<file path="src/design/jpsm_pkg.sv">
// Package for the jog platter slip model: widths, constants, codes and shared types.
// Used by the channel interfaces, the controller, the datapath and the top level.
// Depends on nothing else.
package jpsm_pkg;

  // Field and datapath widths.
  localparam int POS_W    = 48;
  localparam int EXT_W    = 66;
  localparam int RATE_W   = 20;
  localparam int PITCH_W  = 19;
  localparam int CNT_W    = 16;
  localparam int GAIN_W   = 24;
  localparam int JOG_W    = 16;
  localparam int MA_W     = 17;
  localparam int MB_W     = 25;
  localparam int PROD_W   = 42;
  localparam int DVD_W    = 35;
  localparam int STEP_W   = 6;
  localparam int CIDX_W   = 8;
  localparam int CDAT_W   = 32;

  // Samples per tick as a shift (256 samples per buffer).
  localparam int BUF_SHIFT = 8;

  // Sequencer lengths.
  localparam int DIV_STEPS = 35;
  localparam int PP_STEPS  = 7;

  localparam logic [CNT_W-1:0] CNT_MAX = 16'hFFFF;

  localparam logic signed [POS_W-1:0] POS_MAX     = 48'sh7FFF_FFFF_FFFF;
  localparam logic signed [POS_W-1:0] POS_MIN     = 48'sh8000_0000_0000;
  localparam logic signed [POS_W-1:0] SETTLE_BAND = 48'sd655360;
  localparam logic signed [POS_W-1:0] STOP_BAND   = 48'sd66;
  localparam logic signed [PROD_W-1:0] SCRATCH_LIM = 42'sd91750400;
  localparam logic signed [RATE_W-1:0] RATE_MAX   = 20'sh7FFFF;
  localparam logic signed [RATE_W-1:0] RATE_MIN   = 20'sh80000;

  // Register indexes of the configuration port.
  localparam logic [CIDX_W-1:0] CFG_PITCH    = 8'd0;
  localparam logic [CIDX_W-1:0] CFG_SPIN_UP  = 8'd1;
  localparam logic [CIDX_W-1:0] CFG_SPIN_DN  = 8'd2;
  localparam logic [CIDX_W-1:0] CFG_NUDGE    = 8'd3;
  localparam logic [CIDX_W-1:0] CFG_SCRATCH  = 8'd4;
  localparam logic [CIDX_W-1:0] CFG_SPRING   = 8'd5;
  localparam logic [CIDX_W-1:0] CFG_DAMP     = 8'd6;
  localparam logic [CIDX_W-1:0] CFG_DWELL    = 8'd7;

  typedef enum logic [1:0] {
    KIND_TICK  = 2'd0,
    KIND_PLAY  = 2'd1,
    KIND_JOG   = 2'd2,
    KIND_STOP  = 2'd3
  } kind_e;

  typedef enum logic [1:0] {
    MOT_IDLE = 2'd0,
    MOT_UP   = 2'd1,
    MOT_RUN  = 2'd2,
    MOT_DOWN = 2'd3
  } motor_e;

  typedef enum logic [1:0] {
    SLIP_LAM     = 2'd0,
    SLIP_SCRATCH = 2'd1,
    SLIP_NUDGE   = 2'd2,
    SLIP_TOLAM   = 2'd3
  } slip_e;

  typedef enum logic [3:0] {
    ST_IDLE,
    ST_DECODE,
    ST_EVMUL,
    ST_EVENT,
    ST_MULR,
    ST_DIVLD,
    ST_DIV,
    ST_MOTFIN,
    ST_SLIP,
    ST_PP,
    ST_SPEED,
    ST_DISP,
    ST_ACT,
    ST_STOP,
    ST_FIN
  } ctrl_state_e;

  typedef enum logic [3:0] {
    OP_NONE,
    OP_EVMUL,
    OP_EVENT,
    OP_MULR,
    OP_DIVLD,
    OP_DIV,
    OP_MOTFIN,
    OP_LAM,
    OP_TOLAM,
    OP_SHIFT,
    OP_PP,
    OP_SPEED,
    OP_DISP,
    OP_ACT,
    OP_STOP,
    OP_FIN
  } op_e;

  // Command from the controller to the datapath.
  typedef struct packed {
    op_e               op;
    logic [STEP_W-1:0] idx;
    logic              take;
  } cmd_t;

  // Status from the datapath to the controller.
  typedef struct packed {
    logic  is_tick;
    logic  need_div;
    slip_e slip_phase;
  } status_t;

  // Saturate a wide signed value to the 48-bit position range.
  function automatic logic signed [POS_W-1:0] sat48(input logic signed [EXT_W-1:0] x);
    logic signed [POS_W-1:0] r;
    if (x > EXT_W'(POS_MAX)) begin
      r = POS_MAX;
    end else if (x < EXT_W'(POS_MIN)) begin
      r = POS_MIN;
    end else begin
      r = x[POS_W-1:0];
    end
    return r;
  endfunction

endpackage

</file>
<file path="src/design/jpsm_if.sv">
// Channel interfaces of the jog platter slip model: event input, result output, config.
// Depends on jpsm_pkg for field widths.

interface jpsm_in_if;
  logic                                valid;
  logic                                ready;
  logic [1:0]                          kind;
  logic signed [jpsm_pkg::JOG_W-1:0]   jog_delta;
  logic                                scratch_hold;
  modport source (output valid, kind, jog_delta, scratch_hold, input ready);
  modport sink   (input valid, kind, jog_delta, scratch_hold, output ready);
endinterface

interface jpsm_out_if;
  logic                                valid;
  logic                                ready;
  logic signed [jpsm_pkg::POS_W-1:0]   needle_head;
  logic signed [jpsm_pkg::RATE_W-1:0]  motor_rate;
  logic [1:0]                          motor_mode;
  logic [1:0]                          slip_mode;
  logic                                safe_to_stop;
  modport source (output valid, needle_head, motor_rate, motor_mode, slip_mode,
                  safe_to_stop, input ready);
  modport sink   (input valid, needle_head, motor_rate, motor_mode, slip_mode,
                  safe_to_stop, output ready);
endinterface

interface jpsm_cfg_if;
  logic                                valid;
  logic                                ready;
  logic [jpsm_pkg::CIDX_W-1:0]         reg_index;
  logic [jpsm_pkg::CDAT_W-1:0]         reg_data;
  modport source (output valid, reg_index, reg_data, input ready);
  modport sink   (input valid, reg_index, reg_data, output ready);
endinterface

</file>
<file path="src/design/jpsm_ctrl.sv">
// Controller of the jog platter slip model: sequences each transaction through the datapath.
// Depends on jpsm_pkg for the state, command and status types.
module jpsm_ctrl (
  input  logic                clk_i,
  input  logic                rst_ni,
  input  logic                in_valid_i,
  output logic                in_ready_o,
  output logic                out_valid_o,
  input  logic                out_ready_i,
  input  jpsm_pkg::status_t   status_i,
  output jpsm_pkg::cmd_t      cmd_o
);

  jpsm_pkg::ctrl_state_e state_q, state_d;
  logic [jpsm_pkg::STEP_W-1:0] cnt_q, cnt_d;
  logic out_valid_q, out_valid_d;
  logic fin_go;

  // The result register is free when empty or being drained this cycle.
  assign fin_go = !out_valid_q || out_ready_i;

  // Next state.
  always_comb begin
    state_d = state_q;
    unique case (state_q)
      jpsm_pkg::ST_IDLE: begin
        if (in_valid_i) state_d = jpsm_pkg::ST_DECODE;
      end
      jpsm_pkg::ST_DECODE: begin
        if (!status_i.is_tick) begin
          state_d = jpsm_pkg::ST_EVMUL;
        end else if (status_i.need_div) begin
          state_d = jpsm_pkg::ST_MULR;
        end else begin
          state_d = jpsm_pkg::ST_MOTFIN;
        end
      end
      jpsm_pkg::ST_EVMUL:  state_d = jpsm_pkg::ST_EVENT;
      jpsm_pkg::ST_EVENT:  state_d = jpsm_pkg::ST_FIN;
      jpsm_pkg::ST_MULR:   state_d = jpsm_pkg::ST_DIVLD;
      jpsm_pkg::ST_DIVLD:  state_d = jpsm_pkg::ST_DIV;
      jpsm_pkg::ST_DIV: begin
        if (cnt_q == jpsm_pkg::STEP_W'(jpsm_pkg::DIV_STEPS - 1)) state_d = jpsm_pkg::ST_MOTFIN;
      end
      jpsm_pkg::ST_MOTFIN: state_d = jpsm_pkg::ST_SLIP;
      jpsm_pkg::ST_SLIP: begin
        if (status_i.slip_phase == jpsm_pkg::SLIP_SCRATCH ||
            status_i.slip_phase == jpsm_pkg::SLIP_NUDGE) begin
          state_d = jpsm_pkg::ST_PP;
        end else begin
          state_d = jpsm_pkg::ST_STOP;
        end
      end
      jpsm_pkg::ST_PP: begin
        if (cnt_q == jpsm_pkg::STEP_W'(jpsm_pkg::PP_STEPS - 1)) state_d = jpsm_pkg::ST_SPEED;
      end
      jpsm_pkg::ST_SPEED:  state_d = jpsm_pkg::ST_DISP;
      jpsm_pkg::ST_DISP:   state_d = jpsm_pkg::ST_ACT;
      jpsm_pkg::ST_ACT:    state_d = jpsm_pkg::ST_STOP;
      jpsm_pkg::ST_STOP:   state_d = jpsm_pkg::ST_FIN;
      jpsm_pkg::ST_FIN: begin
        if (fin_go) state_d = jpsm_pkg::ST_IDLE;
      end
      default:             state_d = jpsm_pkg::ST_IDLE;
    endcase
  end

  // Outputs: command to the datapath and handshake signals.
  always_comb begin
    cmd_o.op   = jpsm_pkg::OP_NONE;
    cmd_o.idx  = cnt_q;
    cmd_o.take = 1'b0;
    in_ready_o = 1'b0;
    unique case (state_q)
      jpsm_pkg::ST_IDLE: begin
        in_ready_o = 1'b1;
        cmd_o.take = in_valid_i;
      end
      jpsm_pkg::ST_DECODE: cmd_o.op = jpsm_pkg::OP_NONE;
      jpsm_pkg::ST_EVMUL:  cmd_o.op = jpsm_pkg::OP_EVMUL;
      jpsm_pkg::ST_EVENT:  cmd_o.op = jpsm_pkg::OP_EVENT;
      jpsm_pkg::ST_MULR:   cmd_o.op = jpsm_pkg::OP_MULR;
      jpsm_pkg::ST_DIVLD:  cmd_o.op = jpsm_pkg::OP_DIVLD;
      jpsm_pkg::ST_DIV:    cmd_o.op = jpsm_pkg::OP_DIV;
      jpsm_pkg::ST_MOTFIN: cmd_o.op = jpsm_pkg::OP_MOTFIN;
      jpsm_pkg::ST_SLIP: begin
        unique case (status_i.slip_phase)
          jpsm_pkg::SLIP_LAM:   cmd_o.op = jpsm_pkg::OP_LAM;
          jpsm_pkg::SLIP_TOLAM: cmd_o.op = jpsm_pkg::OP_TOLAM;
          default:              cmd_o.op = jpsm_pkg::OP_SHIFT;
        endcase
      end
      jpsm_pkg::ST_PP:     cmd_o.op = jpsm_pkg::OP_PP;
      jpsm_pkg::ST_SPEED:  cmd_o.op = jpsm_pkg::OP_SPEED;
      jpsm_pkg::ST_DISP:   cmd_o.op = jpsm_pkg::OP_DISP;
      jpsm_pkg::ST_ACT:    cmd_o.op = jpsm_pkg::OP_ACT;
      jpsm_pkg::ST_STOP:   cmd_o.op = jpsm_pkg::OP_STOP;
      jpsm_pkg::ST_FIN: begin
        if (fin_go) cmd_o.op = jpsm_pkg::OP_FIN;
      end
      default:             cmd_o.op = jpsm_pkg::OP_NONE;
    endcase
  end

  // Loop counter restarts whenever the state changes.
  assign cnt_d = (state_d != state_q) ? '0 : cnt_q + 1'b1;

  // The result stays valid until taken; a new one is loaded in the finish state.
  always_comb begin
    out_valid_d = out_valid_q;
    if (out_valid_q && out_ready_i) out_valid_d = 1'b0;
    if (state_q == jpsm_pkg::ST_FIN && fin_go) out_valid_d = 1'b1;
  end

  assign out_valid_o = out_valid_q;

  always_ff @(posedge clk_i or negedge rst_ni) begin
    if (!rst_ni) begin
      state_q     <= jpsm_pkg::ST_IDLE;
      cnt_q       <= '0;
      out_valid_q <= 1'b0;
    end else begin
      state_q     <= state_d;
      cnt_q       <= cnt_d;
      out_valid_q <= out_valid_d;
    end
  end

endmodule

</file>
<file path="src/design/jpsm_dp.sv">
// Datapath of the jog platter slip model: configuration, platter state, shared
// multiplier, serial divider and result register. Depends on jpsm_pkg.
module jpsm_dp (
  input  logic                                  clk_i,
  input  logic                                  rst_ni,
  input  jpsm_pkg::cmd_t                        cmd_i,
  output jpsm_pkg::status_t                     status_o,
  input  logic                                  cfg_we_i,
  input  logic [jpsm_pkg::CIDX_W-1:0]           cfg_index_i,
  input  logic [jpsm_pkg::CDAT_W-1:0]           cfg_data_i,
  input  logic [1:0]                            kind_i,
  input  logic signed [jpsm_pkg::JOG_W-1:0]     jog_delta_i,
  input  logic                                  scratch_hold_i,
  output logic signed [jpsm_pkg::POS_W-1:0]     needle_head_o,
  output logic signed [jpsm_pkg::RATE_W-1:0]    motor_rate_o,
  output logic [1:0]                            motor_mode_o,
  output logic [1:0]                            slip_mode_o,
  output logic                                  safe_to_stop_o
);

  localparam int POS_W = jpsm_pkg::POS_W;
  localparam int EXT_W = jpsm_pkg::EXT_W;

  // Configuration registers.
  logic [jpsm_pkg::PITCH_W-1:0] pitch_q;
  logic [jpsm_pkg::CNT_W-1:0]   up_q, down_q, spring_q, damp_q, dwell_q;
  logic [jpsm_pkg::GAIN_W-1:0]  nudge_q, scratch_q;

  // Latched transaction.
  jpsm_pkg::kind_e                   kind_q;
  logic signed [jpsm_pkg::JOG_W-1:0] delta_q;
  logic                              hold_q;

  // Platter state.
  logic                               on_q, spool_q, done_q;
  jpsm_pkg::motor_e                   mphase_q;
  jpsm_pkg::slip_e                    sphase_q;
  logic [jpsm_pkg::CNT_W-1:0]         ramp_q, settle_q;
  logic [jpsm_pkg::PITCH_W-1:0]       drive_q;
  logic signed [jpsm_pkg::RATE_W-1:0] live_q;
  logic signed [POS_W-1:0]            target_q, actual_q, shift_q, speed_q, d_q;

  // Arithmetic working registers.
  logic signed [EXT_W-1:0]            acc_s_q, acc_c_q;
  logic signed [jpsm_pkg::PROD_W-1:0] prod_q;
  logic [jpsm_pkg::DVD_W-1:0]         dvd_q;
  logic [jpsm_pkg::CNT_W-1:0]         rem_q;
  logic                               neg_q;

  logic signed [jpsm_pkg::MA_W-1:0]   mul_a;
  logic signed [jpsm_pkg::MB_W-1:0]   mul_b;
  logic                               nudge_sel;
  logic [jpsm_pkg::STEP_W-1:0]        pidx;

  assign nudge_sel = (mphase_q == jpsm_pkg::MOT_RUN) && !hold_q;

  assign status_o.is_tick    = (kind_q == jpsm_pkg::KIND_TICK);
  assign status_o.need_div   = (mphase_q == jpsm_pkg::MOT_UP && up_q != '0) ||
                               (mphase_q == jpsm_pkg::MOT_DOWN && down_q != '0);
  assign status_o.slip_phase = sphase_q;

  // Configuration writes.
  always_ff @(posedge clk_i or negedge rst_ni) begin
    if (!rst_ni) begin
      pitch_q   <= 19'd65536;
      up_q      <= 16'd16;
      down_q    <= 16'd16;
      nudge_q   <= 24'd65536;
      scratch_q <= 24'd65536;
      spring_q  <= 16'd4096;
      damp_q    <= 16'd16384;
      dwell_q   <= 16'd32;
    end else if (cfg_we_i) begin
      case (cfg_index_i)
        jpsm_pkg::CFG_PITCH:   pitch_q   <= cfg_data_i[jpsm_pkg::PITCH_W-1:0];
        jpsm_pkg::CFG_SPIN_UP: up_q      <= cfg_data_i[jpsm_pkg::CNT_W-1:0];
        jpsm_pkg::CFG_SPIN_DN: down_q    <= cfg_data_i[jpsm_pkg::CNT_W-1:0];
        jpsm_pkg::CFG_NUDGE:   nudge_q   <= cfg_data_i[jpsm_pkg::GAIN_W-1:0];
        jpsm_pkg::CFG_SCRATCH: scratch_q <= cfg_data_i[jpsm_pkg::GAIN_W-1:0];
        jpsm_pkg::CFG_SPRING:  spring_q  <= cfg_data_i[jpsm_pkg::CNT_W-1:0];
        jpsm_pkg::CFG_DAMP:    damp_q    <= cfg_data_i[jpsm_pkg::CNT_W-1:0];
        jpsm_pkg::CFG_DWELL:   dwell_q   <= cfg_data_i[jpsm_pkg::CNT_W-1:0];
        default: ;
      endcase
    end
  end

  // Capture the transaction when it is accepted.
  always_ff @(posedge clk_i or negedge rst_ni) begin
    if (!rst_ni) begin
      kind_q <= jpsm_pkg::KIND_TICK;
    end else if (cmd_i.take) begin
      kind_q <= jpsm_pkg::kind_e'(kind_i);
    end
  end

  always_ff @(posedge clk_i) begin
    if (cmd_i.take) begin
      delta_q <= jog_delta_i;
      hold_q  <= scratch_hold_i;
    end
  end

  // Shared multiplier operand selection: jog gain, ramp product, spring and damping chunks.
  always_comb begin
    mul_a = '0;
    mul_b = '0;
    case (cmd_i.op)
      jpsm_pkg::OP_EVMUL: begin
        mul_a = jpsm_pkg::MA_W'(delta_q);
        mul_b = $signed({1'b0, nudge_sel ? nudge_q : scratch_q});
      end
      jpsm_pkg::OP_MULR: begin
        if (mphase_q == jpsm_pkg::MOT_UP) begin
          mul_a = $signed({1'b0, ramp_q});
          mul_b = $signed(jpsm_pkg::MB_W'(pitch_q));
        end else begin
          mul_a = $signed({1'b0, down_q}) - $signed({1'b0, ramp_q});
          mul_b = $signed(jpsm_pkg::MB_W'(drive_q));
        end
      end
      jpsm_pkg::OP_PP: begin
        case (cmd_i.idx)
          6'd0: mul_a = $signed({1'b0, d_q[15:0]});
          6'd1: mul_a = $signed({1'b0, d_q[31:16]});
          6'd2: mul_a = $signed({d_q[47], d_q[47:32]});
          6'd3: mul_a = $signed({1'b0, speed_q[15:0]});
          6'd4: mul_a = $signed({1'b0, speed_q[31:16]});
          6'd5: mul_a = $signed({speed_q[47], speed_q[47:32]});
          default: mul_a = '0;
        endcase
        mul_b = (cmd_i.idx < 6'd3) ? $signed(jpsm_pkg::MB_W'(spring_q))
                                   : $signed(jpsm_pkg::MB_W'(damp_q));
      end
      default: ;
    endcase
  end

  always_ff @(posedge clk_i) begin
    prod_q <= mul_a * mul_b;
  end

  // Partial product placement: the product registered last cycle belongs to step idx-1.
  logic signed [EXT_W-1:0] pp_term;
  always_comb begin
    pidx = cmd_i.idx - 1'b1;
    case (pidx)
      6'd1, 6'd4: pp_term = EXT_W'(prod_q) <<< 16;
      6'd2, 6'd5: pp_term = EXT_W'(prod_q) <<< 32;
      default:    pp_term = EXT_W'(prod_q);
    endcase
  end

  // Serial restoring divider step.
  logic [jpsm_pkg::CNT_W:0]   rem_t;
  logic [jpsm_pkg::CNT_W-1:0] divisor;
  logic                       rem_ge;
  assign divisor = (mphase_q == jpsm_pkg::MOT_UP) ? up_q : down_q;
  assign rem_t   = {rem_q, dvd_q[jpsm_pkg::DVD_W-1]};
  assign rem_ge  = rem_t >= {1'b0, divisor};

  // Quotient with sign restored and saturated to the rate range.
  logic signed [jpsm_pkg::RATE_W-1:0] live_div;
  always_comb begin
    if (!neg_q) begin
      live_div = (dvd_q > jpsm_pkg::DVD_W'(524287)) ? jpsm_pkg::RATE_MAX
                                                     : $signed(dvd_q[jpsm_pkg::RATE_W-1:0]);
    end else begin
      live_div = (dvd_q > jpsm_pkg::DVD_W'(524288)) ? jpsm_pkg::RATE_MIN
                                                     : $signed(-dvd_q[jpsm_pkg::RATE_W-1:0]);
    end
  end

  // Slip arithmetic.
  logic [jpsm_pkg::CNT_W-1:0] ramp_inc;
  logic signed [EXT_W-1:0]    factor, neg_s, neg_c, speed_sum;
  logic signed [POS_W-1:0]    lam_target, jog_target, d_new, actual_new;
  logic signed [jpsm_pkg::PROD_W-1:0] scr_clamped;
  logic [jpsm_pkg::CNT_W-1:0] settle_base;
  logic                       d_out;

  assign ramp_inc   = (ramp_q != jpsm_pkg::CNT_MAX) ? ramp_q + 1'b1 : ramp_q;
  assign factor     = EXT_W'(live_q) <<< jpsm_pkg::BUF_SHIFT;
  assign lam_target = jpsm_pkg::sat48(EXT_W'(target_q) + factor);
  assign neg_s      = -acc_s_q;
  assign neg_c      = -acc_c_q;
  assign speed_sum  = EXT_W'(speed_q) + (neg_s >>> 16) + (neg_c >>> 16);
  assign d_new      = jpsm_pkg::sat48(EXT_W'(d_q) + EXT_W'(speed_q));
  assign actual_new = jpsm_pkg::sat48(EXT_W'(target_q) - EXT_W'(d_q));
  assign d_out      = (d_q > jpsm_pkg::SETTLE_BAND) || (d_q < -jpsm_pkg::SETTLE_BAND);
  assign settle_base = d_out ? '0 : settle_q;

  always_comb begin
    scr_clamped = prod_q;
    if (prod_q > jpsm_pkg::SCRATCH_LIM) scr_clamped = jpsm_pkg::SCRATCH_LIM;
    if (prod_q < -jpsm_pkg::SCRATCH_LIM) scr_clamped = -jpsm_pkg::SCRATCH_LIM;
  end
  assign jog_target = jpsm_pkg::sat48(EXT_W'(target_q) +
                      EXT_W'(nudge_sel ? prod_q : scr_clamped));

  // Control state of the platter.
  always_ff @(posedge clk_i or negedge rst_ni) begin
    if (!rst_ni) begin
      on_q     <= 1'b0;
      spool_q  <= 1'b0;
      done_q   <= 1'b0;
      mphase_q <= jpsm_pkg::MOT_IDLE;
      sphase_q <= jpsm_pkg::SLIP_LAM;
      ramp_q   <= '0;
      settle_q <= '0;
      drive_q  <= '0;
      live_q   <= '0;
      target_q <= '0;
      actual_q <= '0;
      shift_q  <= '0;
      speed_q  <= '0;
    end else begin
      case (cmd_i.op)
        jpsm_pkg::OP_EVENT: begin
          if (!spool_q) begin
            case (kind_q)
              jpsm_pkg::KIND_PLAY: begin
                ramp_q <= '0;
                if (!on_q) begin
                  on_q     <= 1'b1;
                  drive_q  <= pitch_q;
                  mphase_q <= jpsm_pkg::MOT_UP;
                end else begin
                  on_q     <= 1'b0;
                  mphase_q <= jpsm_pkg::MOT_DOWN;
                  sphase_q <= jpsm_pkg::SLIP_LAM;
                end
              end
              jpsm_pkg::KIND_JOG: begin
                target_q <= jog_target;
                sphase_q <= nudge_sel ? jpsm_pkg::SLIP_NUDGE : jpsm_pkg::SLIP_SCRATCH;
                settle_q <= '0;
              end
              jpsm_pkg::KIND_STOP: begin
                spool_q <= 1'b1;
                if (on_q) begin
                  done_q   <= 1'b0;
                  on_q     <= 1'b0;
                  mphase_q <= jpsm_pkg::MOT_DOWN;
                  ramp_q   <= '0;
                  sphase_q <= jpsm_pkg::SLIP_LAM;
                end else begin
                  done_q <= 1'b1;
                end
              end
              default: ;
            endcase
          end
        end
        jpsm_pkg::OP_MOTFIN: begin
          case (mphase_q)
            jpsm_pkg::MOT_IDLE: live_q <= '0;
            jpsm_pkg::MOT_UP: begin
              if (up_q != '0) begin
                drive_q <= pitch_q;
                live_q  <= live_div;
                ramp_q  <= ramp_inc;
                if (ramp_inc >= up_q) mphase_q <= jpsm_pkg::MOT_RUN;
              end else begin
                live_q   <= jpsm_pkg::RATE_W'(drive_q);
                mphase_q <= jpsm_pkg::MOT_RUN;
              end
            end
            jpsm_pkg::MOT_RUN: begin
              drive_q <= pitch_q;
              live_q  <= jpsm_pkg::RATE_W'(pitch_q);
            end
            default: begin
              if (down_q != '0) begin
                live_q <= live_div;
                ramp_q <= ramp_inc;
                if (ramp_inc >= down_q) begin
                  drive_q  <= '0;
                  mphase_q <= jpsm_pkg::MOT_IDLE;
                end
              end else begin
                live_q   <= jpsm_pkg::RATE_W'(drive_q);
                drive_q  <= '0;
                mphase_q <= jpsm_pkg::MOT_IDLE;
              end
            end
          endcase
        end
        jpsm_pkg::OP_LAM: begin
          target_q <= lam_target;
          actual_q <= lam_target;
        end
        jpsm_pkg::OP_TOLAM: sphase_q <= jpsm_pkg::SLIP_LAM;
        jpsm_pkg::OP_SHIFT: shift_q <= jpsm_pkg::sat48(EXT_W'(shift_q) + factor);
        jpsm_pkg::OP_SPEED: speed_q <= jpsm_pkg::sat48(speed_sum);
        jpsm_pkg::OP_ACT: begin
          actual_q <= actual_new;
          if (settle_base > dwell_q) sphase_q <= jpsm_pkg::SLIP_TOLAM;
          settle_q <= (settle_base != jpsm_pkg::CNT_MAX) ? settle_base + 1'b1 : settle_base;
        end
        jpsm_pkg::OP_STOP: begin
          if (spool_q && actual_q < jpsm_pkg::STOP_BAND) done_q <= 1'b1;
        end
        default: ;
      endcase
    end
  end

  // Working registers of the spring step and the divider.
  always_ff @(posedge clk_i) begin
    case (cmd_i.op)
      jpsm_pkg::OP_SHIFT: begin
        d_q     <= jpsm_pkg::sat48(EXT_W'(target_q) - EXT_W'(actual_q));
        acc_s_q <= '0;
        acc_c_q <= '0;
      end
      jpsm_pkg::OP_PP: begin
        if (cmd_i.idx != '0) begin
          if (pidx < 6'd3) acc_s_q <= acc_s_q + pp_term;
          else             acc_c_q <= acc_c_q + pp_term;
        end
      end
      jpsm_pkg::OP_DISP: d_q <= d_new;
      jpsm_pkg::OP_DIVLD: begin
        neg_q <= prod_q[jpsm_pkg::PROD_W-1];
        dvd_q <= prod_q[jpsm_pkg::PROD_W-1] ? jpsm_pkg::DVD_W'(-prod_q)
                                            : jpsm_pkg::DVD_W'(prod_q);
        rem_q <= '0;
      end
      jpsm_pkg::OP_DIV: begin
        rem_q <= rem_ge ? jpsm_pkg::CNT_W'(rem_t - {1'b0, divisor})
                        : rem_t[jpsm_pkg::CNT_W-1:0];
        dvd_q <= {dvd_q[jpsm_pkg::DVD_W-2:0], rem_ge};
      end
      default: ;
    endcase
  end

  // Result register.
  always_ff @(posedge clk_i) begin
    if (cmd_i.op == jpsm_pkg::OP_FIN) begin
      needle_head_o  <= jpsm_pkg::sat48(EXT_W'(shift_q) + EXT_W'(actual_q));
      motor_rate_o   <= live_q;
      motor_mode_o   <= mphase_q;
      slip_mode_o    <= sphase_q;
      safe_to_stop_o <= done_q;
    end
  end

endmodule

</file>
<file path="src/design/jog_platter_slip_model_core.sv">
// Top level of the jog platter slip model: channels, controller and datapath.
// Depends on jpsm_pkg, the jpsm interfaces, jpsm_ctrl and jpsm_dp.
//
// Usage:
//   in_i carries one event per transaction: a tick, a play/pause toggle, a jog
//   delta or a transport stop. out_o returns exactly one result per event:
//   needle position, motor rate, motor mode, slip mode and the stop flag.
//   cfg_i writes the eight registers by index; it is always ready, and writes
//   to unknown indexes are dropped. Write it only while the block is idle.
// Sequencing and throughput:
//   Events other than ticks pass through decode, the jog gain product, the
//   event update and the finish step. A spin ramp adds the ramp product, the
//   divider load and a 35-step serial divider to a tick, and the spring step adds
//   a partial-product pass on the shared 17x25 multiplier, then the speed,
//   displacement and position updates. One event is in work at a time; the next
//   is accepted once the previous result sits in the output register.
// Reset:
//   Registers return to their defaults, the motor is idle, slip is laminar.
// Stalls:
//   A result is held in the output register until taken; the next event is
//   computed meanwhile and waits in the finish step until the register frees.
module jog_platter_slip_model_core (
  input  logic              clk_i,
  input  logic              rst_ni,
  jpsm_in_if.sink           in_i,
  jpsm_out_if.source        out_o,
  jpsm_cfg_if.sink          cfg_i
);

  jpsm_pkg::cmd_t    cmd;
  jpsm_pkg::status_t status;

  // Configuration writes are taken every cycle.
  assign cfg_i.ready = 1'b1;

  jpsm_ctrl u_ctrl (
    .clk_i       (clk_i),
    .rst_ni      (rst_ni),
    .in_valid_i  (in_i.valid),
    .in_ready_o  (in_i.ready),
    .out_valid_o (out_o.valid),
    .out_ready_i (out_o.ready),
    .status_i    (status),
    .cmd_o       (cmd)
  );

  jpsm_dp u_dp (
    .clk_i          (clk_i),
    .rst_ni         (rst_ni),
    .cmd_i          (cmd),
    .status_o       (status),
    .cfg_we_i       (cfg_i.valid),
    .cfg_index_i    (cfg_i.reg_index),
    .cfg_data_i     (cfg_i.reg_data),
    .kind_i         (in_i.kind),
    .jog_delta_i    (in_i.jog_delta),
    .scratch_hold_i (in_i.scratch_hold),
    .needle_head_o  (out_o.needle_head),
    .motor_rate_o   (out_o.motor_rate),
    .motor_mode_o   (out_o.motor_mode),
    .slip_mode_o    (out_o.slip_mode),
    .safe_to_stop_o (out_o.safe_to_stop)
  );

endmodule

</file>
<file path="src/flat_wrapper.sv">
// flat-port wrapper written by rule: the top's interface ports become plain ports
module jog_platter_slip_model_core_flat 
  (clk_i, rst_ni, in_i_valid, in_i_kind, in_i_jog_delta, in_i_scratch_hold, in_i_ready, out_o_valid, out_o_needle_head, out_o_motor_rate, out_o_motor_mode, out_o_slip_mode, out_o_safe_to_stop, out_o_ready, cfg_i_valid, cfg_i_reg_index, cfg_i_reg_data, cfg_i_ready);
  jpsm_in_if in_i_i ();
  jpsm_out_if out_o_i ();
  jpsm_cfg_if cfg_i_i ();
  input  logic clk_i;
  input  logic rst_ni;
  input wire logic [$bits(in_i_i.valid)-1:0] in_i_valid;
  input wire logic [$bits(in_i_i.kind)-1:0] in_i_kind;
  input wire logic [$bits(in_i_i.jog_delta)-1:0] in_i_jog_delta;
  input wire logic [$bits(in_i_i.scratch_hold)-1:0] in_i_scratch_hold;
  output wire logic [$bits(in_i_i.ready)-1:0] in_i_ready;
  output wire logic [$bits(out_o_i.valid)-1:0] out_o_valid;
  output wire logic [$bits(out_o_i.needle_head)-1:0] out_o_needle_head;
  output wire logic [$bits(out_o_i.motor_rate)-1:0] out_o_motor_rate;
  output wire logic [$bits(out_o_i.motor_mode)-1:0] out_o_motor_mode;
  output wire logic [$bits(out_o_i.slip_mode)-1:0] out_o_slip_mode;
  output wire logic [$bits(out_o_i.safe_to_stop)-1:0] out_o_safe_to_stop;
  input wire logic [$bits(out_o_i.ready)-1:0] out_o_ready;
  input wire logic [$bits(cfg_i_i.valid)-1:0] cfg_i_valid;
  input wire logic [$bits(cfg_i_i.reg_index)-1:0] cfg_i_reg_index;
  input wire logic [$bits(cfg_i_i.reg_data)-1:0] cfg_i_reg_data;
  output wire logic [$bits(cfg_i_i.ready)-1:0] cfg_i_ready;
  assign in_i_i.valid = in_i_valid;
  assign in_i_i.kind = in_i_kind;
  assign in_i_i.jog_delta = in_i_jog_delta;
  assign in_i_i.scratch_hold = in_i_scratch_hold;
  assign in_i_ready = in_i_i.ready;
  assign out_o_valid = out_o_i.valid;
  assign out_o_needle_head = out_o_i.needle_head;
  assign out_o_motor_rate = out_o_i.motor_rate;
  assign out_o_motor_mode = out_o_i.motor_mode;
  assign out_o_slip_mode = out_o_i.slip_mode;
  assign out_o_safe_to_stop = out_o_i.safe_to_stop;
  assign out_o_i.ready = out_o_ready;
  assign cfg_i_i.valid = cfg_i_valid;
  assign cfg_i_i.reg_index = cfg_i_reg_index;
  assign cfg_i_i.reg_data = cfg_i_reg_data;
  assign cfg_i_ready = cfg_i_i.ready;
  jog_platter_slip_model_core u_core (.clk_i(clk_i), .rst_ni(rst_ni), .in_i(in_i_i), .out_o(out_o_i), .cfg_i(cfg_i_i));
endmodule
</file>
<file path="config.mk">
export PLATFORM = sky130hd
export DESIGN_NAME = jog_platter_slip_model_core_flat
export DESIGN_NICKNAME = d
export VERILOG_FILES = /design/src/design/jpsm_pkg.sv /design/src/design/jpsm_if.sv /design/src/design/jpsm_ctrl.sv /design/src/design/jpsm_dp.sv /design/src/design/jog_platter_slip_model_core.sv /design/src/flat_wrapper.sv
export SDC_FILE = /design/constraint.sdc
export NUM_CORES = 2
export LEC_CHECK = 0
export BUFFER_PORTS_ARGS = -buffer_cell sky130_fd_sc_hd__buf_4
export CORE_MARGIN = 2
export CORE_UTILIZATION = 59
export DETAILED_ROUTE_END_ITERATION = 7
export PLACE_DENSITY = 0.78
export REMOVE_ABC_BUFFERS = 1
export SLEW_MARGIN = 10
export SYNTH_ARGS = -nofsm -noshare
export SYNTH_HDL_FRONTEND = slang
export SYNTH_SLANG_ARGS = --single-unit
</file>
<file path="constraint.sdc">
create_clock -name clk_i -period 7.9 [get_ports clk_i]
set_input_delay 2.37 -clock clk_i [delete_from_list [all_inputs] [get_ports clk_i]]
set_output_delay 2.37 -clock clk_i [all_outputs]
set_load 0.02 [all_outputs]
</file>
* Word level (Yosys, flattened, before mapping)
Index checks and enable logic that the tools add are counted.
** Cells by class
- Equality and inequality tests :: 80
- Multiply operators :: 1
- Reductions and logical operators :: 55
- Bitwise operators :: 1
- Order comparisons :: 29
- Add/sub/neg operators :: 21
- Mux-type cells :: 109
** Operator list (number)
- two-way mux 48 bit :: 17
- one-hot mux 66 bit (2 select lines) :: 3
- two-way mux 66 bit :: 5
- greater-than comparator 49 x 48 -> 1 bit, second input constant :: 6
- less-than comparator 49 x 48 -> 1 bit, second input constant :: 6
- one-hot mux 48 bit (2 select lines) :: 3
- two-way mux 16 bit :: 12
- one-hot mux 16 bit (2 select lines) :: 5
- two-way mux 19 bit :: 7
- adder 66 bit :: 2
- negator 66 bit :: 2
- one-hot mux 17 bit (6 select lines) :: 1
- two-way mux 20 bit :: 5
- adder 48 x 28 -> 49 bit :: 2
- adder 48 x 48 -> 49 bit :: 2
- subtractor 48 x 48 -> 49 bit :: 2
- two-way mux 42 bit :: 2
- one-hot mux 24 bit (3 select lines) :: 1
- one-hot mux 35 bit (2 select lines) :: 1
- adder 48 x 66 -> 66 bit :: 1
- greater-than comparator 66 x 48 -> 1 bit, second input constant :: 1
- less-than comparator 66 x 48 -> 1 bit, second input constant :: 1
- == test 4 bit, second input constant :: 15
- one-hot mux 20 bit (3 select lines) :: 1
- other kinds (78) :: 193
** Word-level totals
- Register bits :: 794
- Bits of input ports :: 64
- Output and inout port bits :: 76
- Word-level logic and storage cells :: 335

* Longest topological paths before layout
- Word-level depth :: 11
- Depth in mapped cells :: 39
- Depth with buffers taken out :: 37

* By module
From an unflattened synthesis, not the netlist that was laid out.
** Unflattened totals
- Cell total of the unflattened synthesis :: 9762
- Area, all modules :: 82918.3 sq um
** Modules (own cells, without submodules)
- jpsm_dp :: sequential area each 20830.0 sq um, area an instance 82033.7 sq um, cells each 9656, times used 1
- jpsm_ctrl :: sequential area each 275.3 sq um, area an instance 873.3 sq um, cells each 104, times used 1
- jog_platter_slip_model_core :: sequential area each 0.0 sq um, area an instance 11.3 sq um, cells each 2, times used 1

* Least setup slack after synthesis
Ideal clock, no wire load.
- Kind :: input-to-reg
- Start :: input out_o_ready
- End :: register u_core.u_dp.prod_q[41] (netlist name)
- Slack :: -2350 ps
- Arrival :: 10178 ps
- Data required time :: 7828 ps
- Buffers on the path :: 4
- Stages :: 31
- Library setup time :: 72 ps
- Path through :: nand2b_1 -> nor2_1 -> nor3_1 -> and3_1 -> clkbuf_1 -> clkbuf_1 -> clkbuf_1 -> a221o_1 -> clkbuf_1 -> nand2_1 -> fa_1 -> inv_1 -> fa_1 -> fa_1 -> fa_1 -> fa_1 -> inv_1 -> fa_1 -> inv_1 -> ha_1 -> a21o_1 -> a21o_1 -> a21o_1 -> a2111oi_0 -> o21a_1 -> a21oi_1 -> a41o_1 -> a21oi_1 -> o21ai_0 -> a21oi_1 -> xnor2_1
** Between the ends
- Word-level cells in the longest chain between the ends :: 6
- Elaborated cells on any way between the ends :: 9
- Classes of those cells :: 1 x mul; 3 x eq/ne; 4 x mux; 1 x reduce/logical
** RTL lines
- start: declaration :: RTL line flat_wrapper.sv:20 : input wire logic [$bits(out_o_i.ready)-1:0] out_o_ready;
- logical OR 1 bit (*) :: RTL line jpsm_ctrl.sv:20 : assign fin_go = !out_valid_q || out_ready_i;
- two-way mux 4 bit (*) :: RTL line jpsm_ctrl.sv:99 : if (fin_go) cmd_o.op = jpsm_pkg::OP_FIN;
- one-hot mux 4 bit (13 select lines) (*) :: RTL line jpsm_ctrl.sv:74 : unique case (state_q)
- == test 4 bit (tied with other cells) :: RTL line jpsm_dp.sv:108 : case (cmd_i.op)
- one-hot mux 17 bit (3 select lines) or one-hot mux 24 bit (3 select lines) (tied branches) :: RTL line jpsm_dp.sv:108
- multiplier 17 x 25 -> 42 bit (*) :: RTL line jpsm_dp.sv:140 : prod_q <= mul_a * mul_b;
- end signal: assignment :: RTL line jpsm_dp.sv:140
- end: declaration :: RTL line jpsm_dp.sv:45 : logic signed [jpsm_pkg::PROD_W-1:0] prod_q;
Every way passes the cells marked *; elsewhere a longest branch is shown, timed or not.
A chain may end at the register's enable or synchronous reset.

* Worst setup path in the final report
- Start :: input out_o_ready
- End :: register u_core.u_dp.prod_q[40] (netlist name)
Same word-level chain as after synthesis.

==> results.yml <==
global_routing:
  antenna_found_initial: 13
  use_met1_pct: 54.0
  grtUsageMet3_pct: 10.8
  grtUsageTotal_pct: 42.3
  grt_remaining_overflow: 0
  globalRoute.busiestLayer: "met2"
  grt_max_degree: 174
  grt_util_met2_pct: 63.8
  via_count_of_the_first_global_routing_pass: 78400
  grt_pass1_wl_mm: 470
worst_setup_path:
  critPathKind: "in2reg"
  stage_delay_of_the_slowest_cell_on_the_critical_path_ps: 570
  path_common_cell: "sky130_fd_sc_hd__fa_1"
  setup.worst_path.start_class: "input port"
  critical-path-slowest-cell: "sky130_fd_sc_hd__a2111oi_4"
  timing.critical_path.max_delay_family: "adder cells"
  worstPathArrival_ps: 9830
  path_buf_inv: 10
  regToRegSetupSlack_ps: -1160
  critical_path.endpoint_type: "register"
  worstReg2RegEnd: "u_core.u_dp.prod_q[40]"
  worst-r2r-cell-count: 30
  worst-path-max-fanout: 6
  critical_path.reg2reg.startpoint: "u_core.u_ctrl.cnt_q[1]"
  worst_ep_required_time_ps: 8510
synth:
  synth.avg_cell_area_um2: 8.44
  synthesis.instances: 9873
  synth-seq-area-share_pct: 25.3
  synth_seq_cells: 787
  total_standard_cell_area_after_synthesis_um2: 83400
  dominant_register_cell_in_the_synthesized_netlist: "sky130_fd_sc_hd__dfrtp_1"
  yosysWarningCount: 0
  yosys.cell_types.count: 101
  ys_async_sr_fraction_pct: 53.7
  synth-edff-count: 322
drt:
  ant_nets: 0
  drt_wl_total_mm: 317
  drt-initial-drc-count: 9537
  dr_total_vias: 81300
  via_density_per_instance: 6.55
  route.detailed.drc: 0
  first_drt_pass_iteration_count: 7
  wirelength_per_cell_um: 25.5
placement:
  detailed_place_hpwl_mm: 247
  dpl_cells: 12100
  portBuffers: 130
  gp_routability_congestion: 1.07
clock_network:
  numCtsBuffers: 91
  clock_sink_count: 787
  cts-htree-levels: 3
  skew_pair_late_insertion_delay_ps: 740
  cts.clk_slew.worst_paths_ps: 70
  cts_root_buf: "sky130_fd_sc_hd__clkbuf_16"
  ctsLongestPathBuffers: 3
  tritoncts: "built"
  count_of_hold_buffers_inserted_by_post_cts_repair: 0
timing:
  slew_headroom_pct: 12.3
  period_minus_slack_ps: 9210
  worst_hold_slack_ps: 489
  rsz0062_at_grt: "true"
  worst_slack_ps: -1310
  worst_pin_slew_ps: 1300
  drv_slew: 0
  max_freq_mhz: 109
  setup-violations-final: 29
  final_min_period_over_clock_period_pct: 117
  report.final.hold_viol_count: 0
  worst_clock_skew_ps: 40.2
power_and_ir_drop:
  intPower_mw: 20.2
  reported_leakage_power_nw: 45.3
  clock_power_share_pct: 10.7
  peakVddDrop_mv: 0.345
  netSwitchingPower_mw: 22.5
  switching_share_pct: 52.7
  power.density_cell_area_nw_per_um2: 445
  power_frac_comb_pct: 71.5
  power.share.sequential_pct: 17.8
worst_hold_path:
  worstHoldPathCells: 2
  min_from: "u_core.u_dp.settle_q[0]"
  min-delay-path-class: "reg2reg"
  holdPathEnd: "u_core.u_dp.settle_q[0]"
status:
  failed_checks: "setup timing"
  status: "finished, violations left"
floorplan:
  die_w_um: 380
  rows: 137
  die-area_um2: 144000
  die_height_um: 380
  start_util_pct: 59.6
  io_pins: 140
  design.core.area_um2: 140000
cells_and_area:
  final_net_count: 11600
  drive_gt1_share_pct: 15.1
  layout.cells.non_filler: 12400
  area_delta_synth_final_pct: 15.3
  final_core_util_pct: 68.7
run:
  maxCapViolCount: 0
## what timing repair did
| item | in CTS | in global routing |
|---|---|---|
| setup buffers | 48 | 32 |
| pin swaps | 190 | 103 |
| setup endpoints to repair | 29 | 122 |
| resized for setup | 235 | 95 |
| cloned | 2 | 0 |
## power groups by stage
| stage | sequential (mW) | combinational, mW | clock (mW) |
|---|---|---|---|
| CTS | 7.47 | 29.5 | 4.56 |
| floorplan | 6.89 | 19.4 | 0 |
| global route | 7.58 | 32.9 | 4.72 |
| global placement | 7.51 | 28.5 | 0 |
| detailed placement | 7.53 | 28.9 | 0 |
| finish | 7.61 | 30.6 | 4.57 |
## registers in the layout, summed over array words and instances, names as in the netlist, 20 cells and up
register	count
u_core.u_dp.target_q	48
u_core.u_dp.motor_rate_o	20
u_core.u_dp.scratch_q	24
u_core.u_dp.prod_q	42
u_core.u_dp.live_q	20
u_core.u_dp.speed_q	48
u_core.u_dp.nudge_q	24
u_core.u_dp.acc_c_q	66
u_core.u_dp.actual_q	48
u_core.u_dp.dvd_q	35
u_core.u_dp.needle_head_o	48
u_core.u_dp.shift_q	41
u_core.u_dp.d_q	48
u_core.u_dp.acc_s_q	66
## tightest hold or removal path, cell delays in order, from the launching register on
cell and delay (ps):
sky130_fd_sc_hd__dfrtp_1 340, sky130_fd_sc_hd__nand2_1 50, sky130_fd_sc_hd__o21ai_0 70
## final cells by class
class                      instances  area (um^2)
sequential                       787        21100
antenna                           24         60.1
clock inverter                    42          467
clock buffer                     130         2690
multi-input combinational       7717        58400
timing repair buffer             934         7630
fill                           11400        43800
tap                             1876         2350
inverter                         899         3370
## logic make-up (layout without fill, tap and decap cells)
logic type,count (synthesis),after routing,share of synthesized area [%]
adders and majority gates,1143,1143,20.6
xor gates and xnor gates,608,608,6.39
buffers and inverters,1369,2005,6.20
and+or+nand+nor,2951,2951,16.7
other,1,25,0.00450
DFF,787,787,25.3
muxes,220,220,2.84
AOI/OAI and AO/OA,2794,2794,21.9
## metal layers
metal  share of wire [%]  vias to the layer above
met5               0.059                        -
met3                  11                     1158
met1                  38                    39200
met4                 7.5                       13
li1                    -                    36200
met2                  43                     4749
## worst max-delay path by stage
stage	start	end	slack, ps	cells past startpoint
global route	u_core.u_dp.down_q[0]	u_core.u_dp.prod_q[40]	-1530	36
detailed placement	out_o_ready	u_core.u_dp.prod_q[41]	-2260	34
global placement	out_o_ready	u_core.u_dp.prod_q[41]	-2230	34
finish	out_o_ready	u_core.u_dp.prod_q[40]	-1310	31
floorplan	out_o_ready	u_core.u_dp.prod_q[41]	-2660	28
CTS	out_o_ready	u_core.u_dp.prod_q[40]	-750	30
## layout by cell type (no fill, tap or decap), types with 54 or more instances in the layout
master and n:
sky130_fd_sc_hd__a211oi_1 65, sky130_fd_sc_hd__a21o_1 368, sky130_fd_sc_hd__a21oi_1 728, sky130_fd_sc_hd__a221o_1 81, sky130_fd_sc_hd__a22oi_1 110, sky130_fd_sc_hd__a31oi_1 116
sky130_fd_sc_hd__and2_1 83, sky130_fd_sc_hd__and3_1 100, sky130_fd_sc_hd__buf_4 854, sky130_fd_sc_hd__clkbuf_16 99, sky130_fd_sc_hd__dfrtp_1 413, sky130_fd_sc_hd__edfxtp_1 322
sky130_fd_sc_hd__fa_1 361, sky130_fd_sc_hd__ha_1 717, sky130_fd_sc_hd__inv_1 858, sky130_fd_sc_hd__mux2_2 134, sky130_fd_sc_hd__mux2i_1 84, sky130_fd_sc_hd__nand2_1 928
sky130_fd_sc_hd__nand2b_1 154, sky130_fd_sc_hd__nand3_1 188, sky130_fd_sc_hd__nand4_1 120, sky130_fd_sc_hd__nor2_1 812, sky130_fd_sc_hd__nor2b_1 81, sky130_fd_sc_hd__nor3_1 138
sky130_fd_sc_hd__nor4_1 74, sky130_fd_sc_hd__o211ai_1 56, sky130_fd_sc_hd__o21a_1 78, sky130_fd_sc_hd__o21ai_0 545, sky130_fd_sc_hd__o21bai_1 78, sky130_fd_sc_hd__or3_1 54
sky130_fd_sc_hd__xnor2_1 356, sky130_fd_sc_hd__xor2_1 248
## cell usage after synthesis, drive strengths merged (23+ instances only)
master | n | share of area (%)
a211oi | 71 | 0.64
a21boi | 31 | 0.28
a21o | 369 | 3.3
a21oi | 758 | 4.6
a221o | 81 | 0.97
a221oi | 33 | 0.35
a22o | 49 | 0.51
a22oi | 110 | 0.99
a31o | 24 | 0.25
a31oi | 119 | 0.89
a41oi | 29 | 0.30
and2 | 89 | 0.67
and3 | 102 | 0.77
buf | 24 | 0.14
clkbuf | 446 | 2.0
dfrtp | 415 | 12
dfxtp | 42 | 1.0
edfxtp | 322 | 12
fa | 391 | 9.4
ha | 741 | 11
inv | 899 | 4.0
mux2 | 134 | 1.8
mux2i | 86 | 1.0
nand2 | 933 | 4.2
nand2b | 161 | 1.2
nand3 | 189 | 1.1
nand4 | 120 | 0.90
nor2 | 836 | 3.8
nor2b | 84 | 0.63
nor3 | 147 | 0.90
nor4 | 79 | 0.64
o211ai | 56 | 0.50
o21a | 78 | 0.70
o21ai | 579 | 3.5
o21bai | 78 | 0.70
o221ai | 23 | 0.24
o311ai | 26 | 0.27
o31ai | 55 | 0.50
o41ai | 29 | 0.30
or2 | 55 | 0.41
or3 | 56 | 0.43
or4 | 28 | 0.27
xnor2 | 360 | 3.8
xor2 | 248 | 2.6
## through the flow
step	power, mW	instance area (um^2)	setup TNS (ps)	worst slack [ps]
2_1_floorplan	26.3	81600	-93620	-2660
6_report	42.7	96100	-21490	-1310
3_5_place_dp	36.4	91000	-50050	-2260
4_1_cts	41.5	95500	-9690	-749
3_3_place_gp	36.0	91000	-48730	-2230
5_1_grt	45.2	96100	-25840	-1530
(Power assumes the default switching activity.)
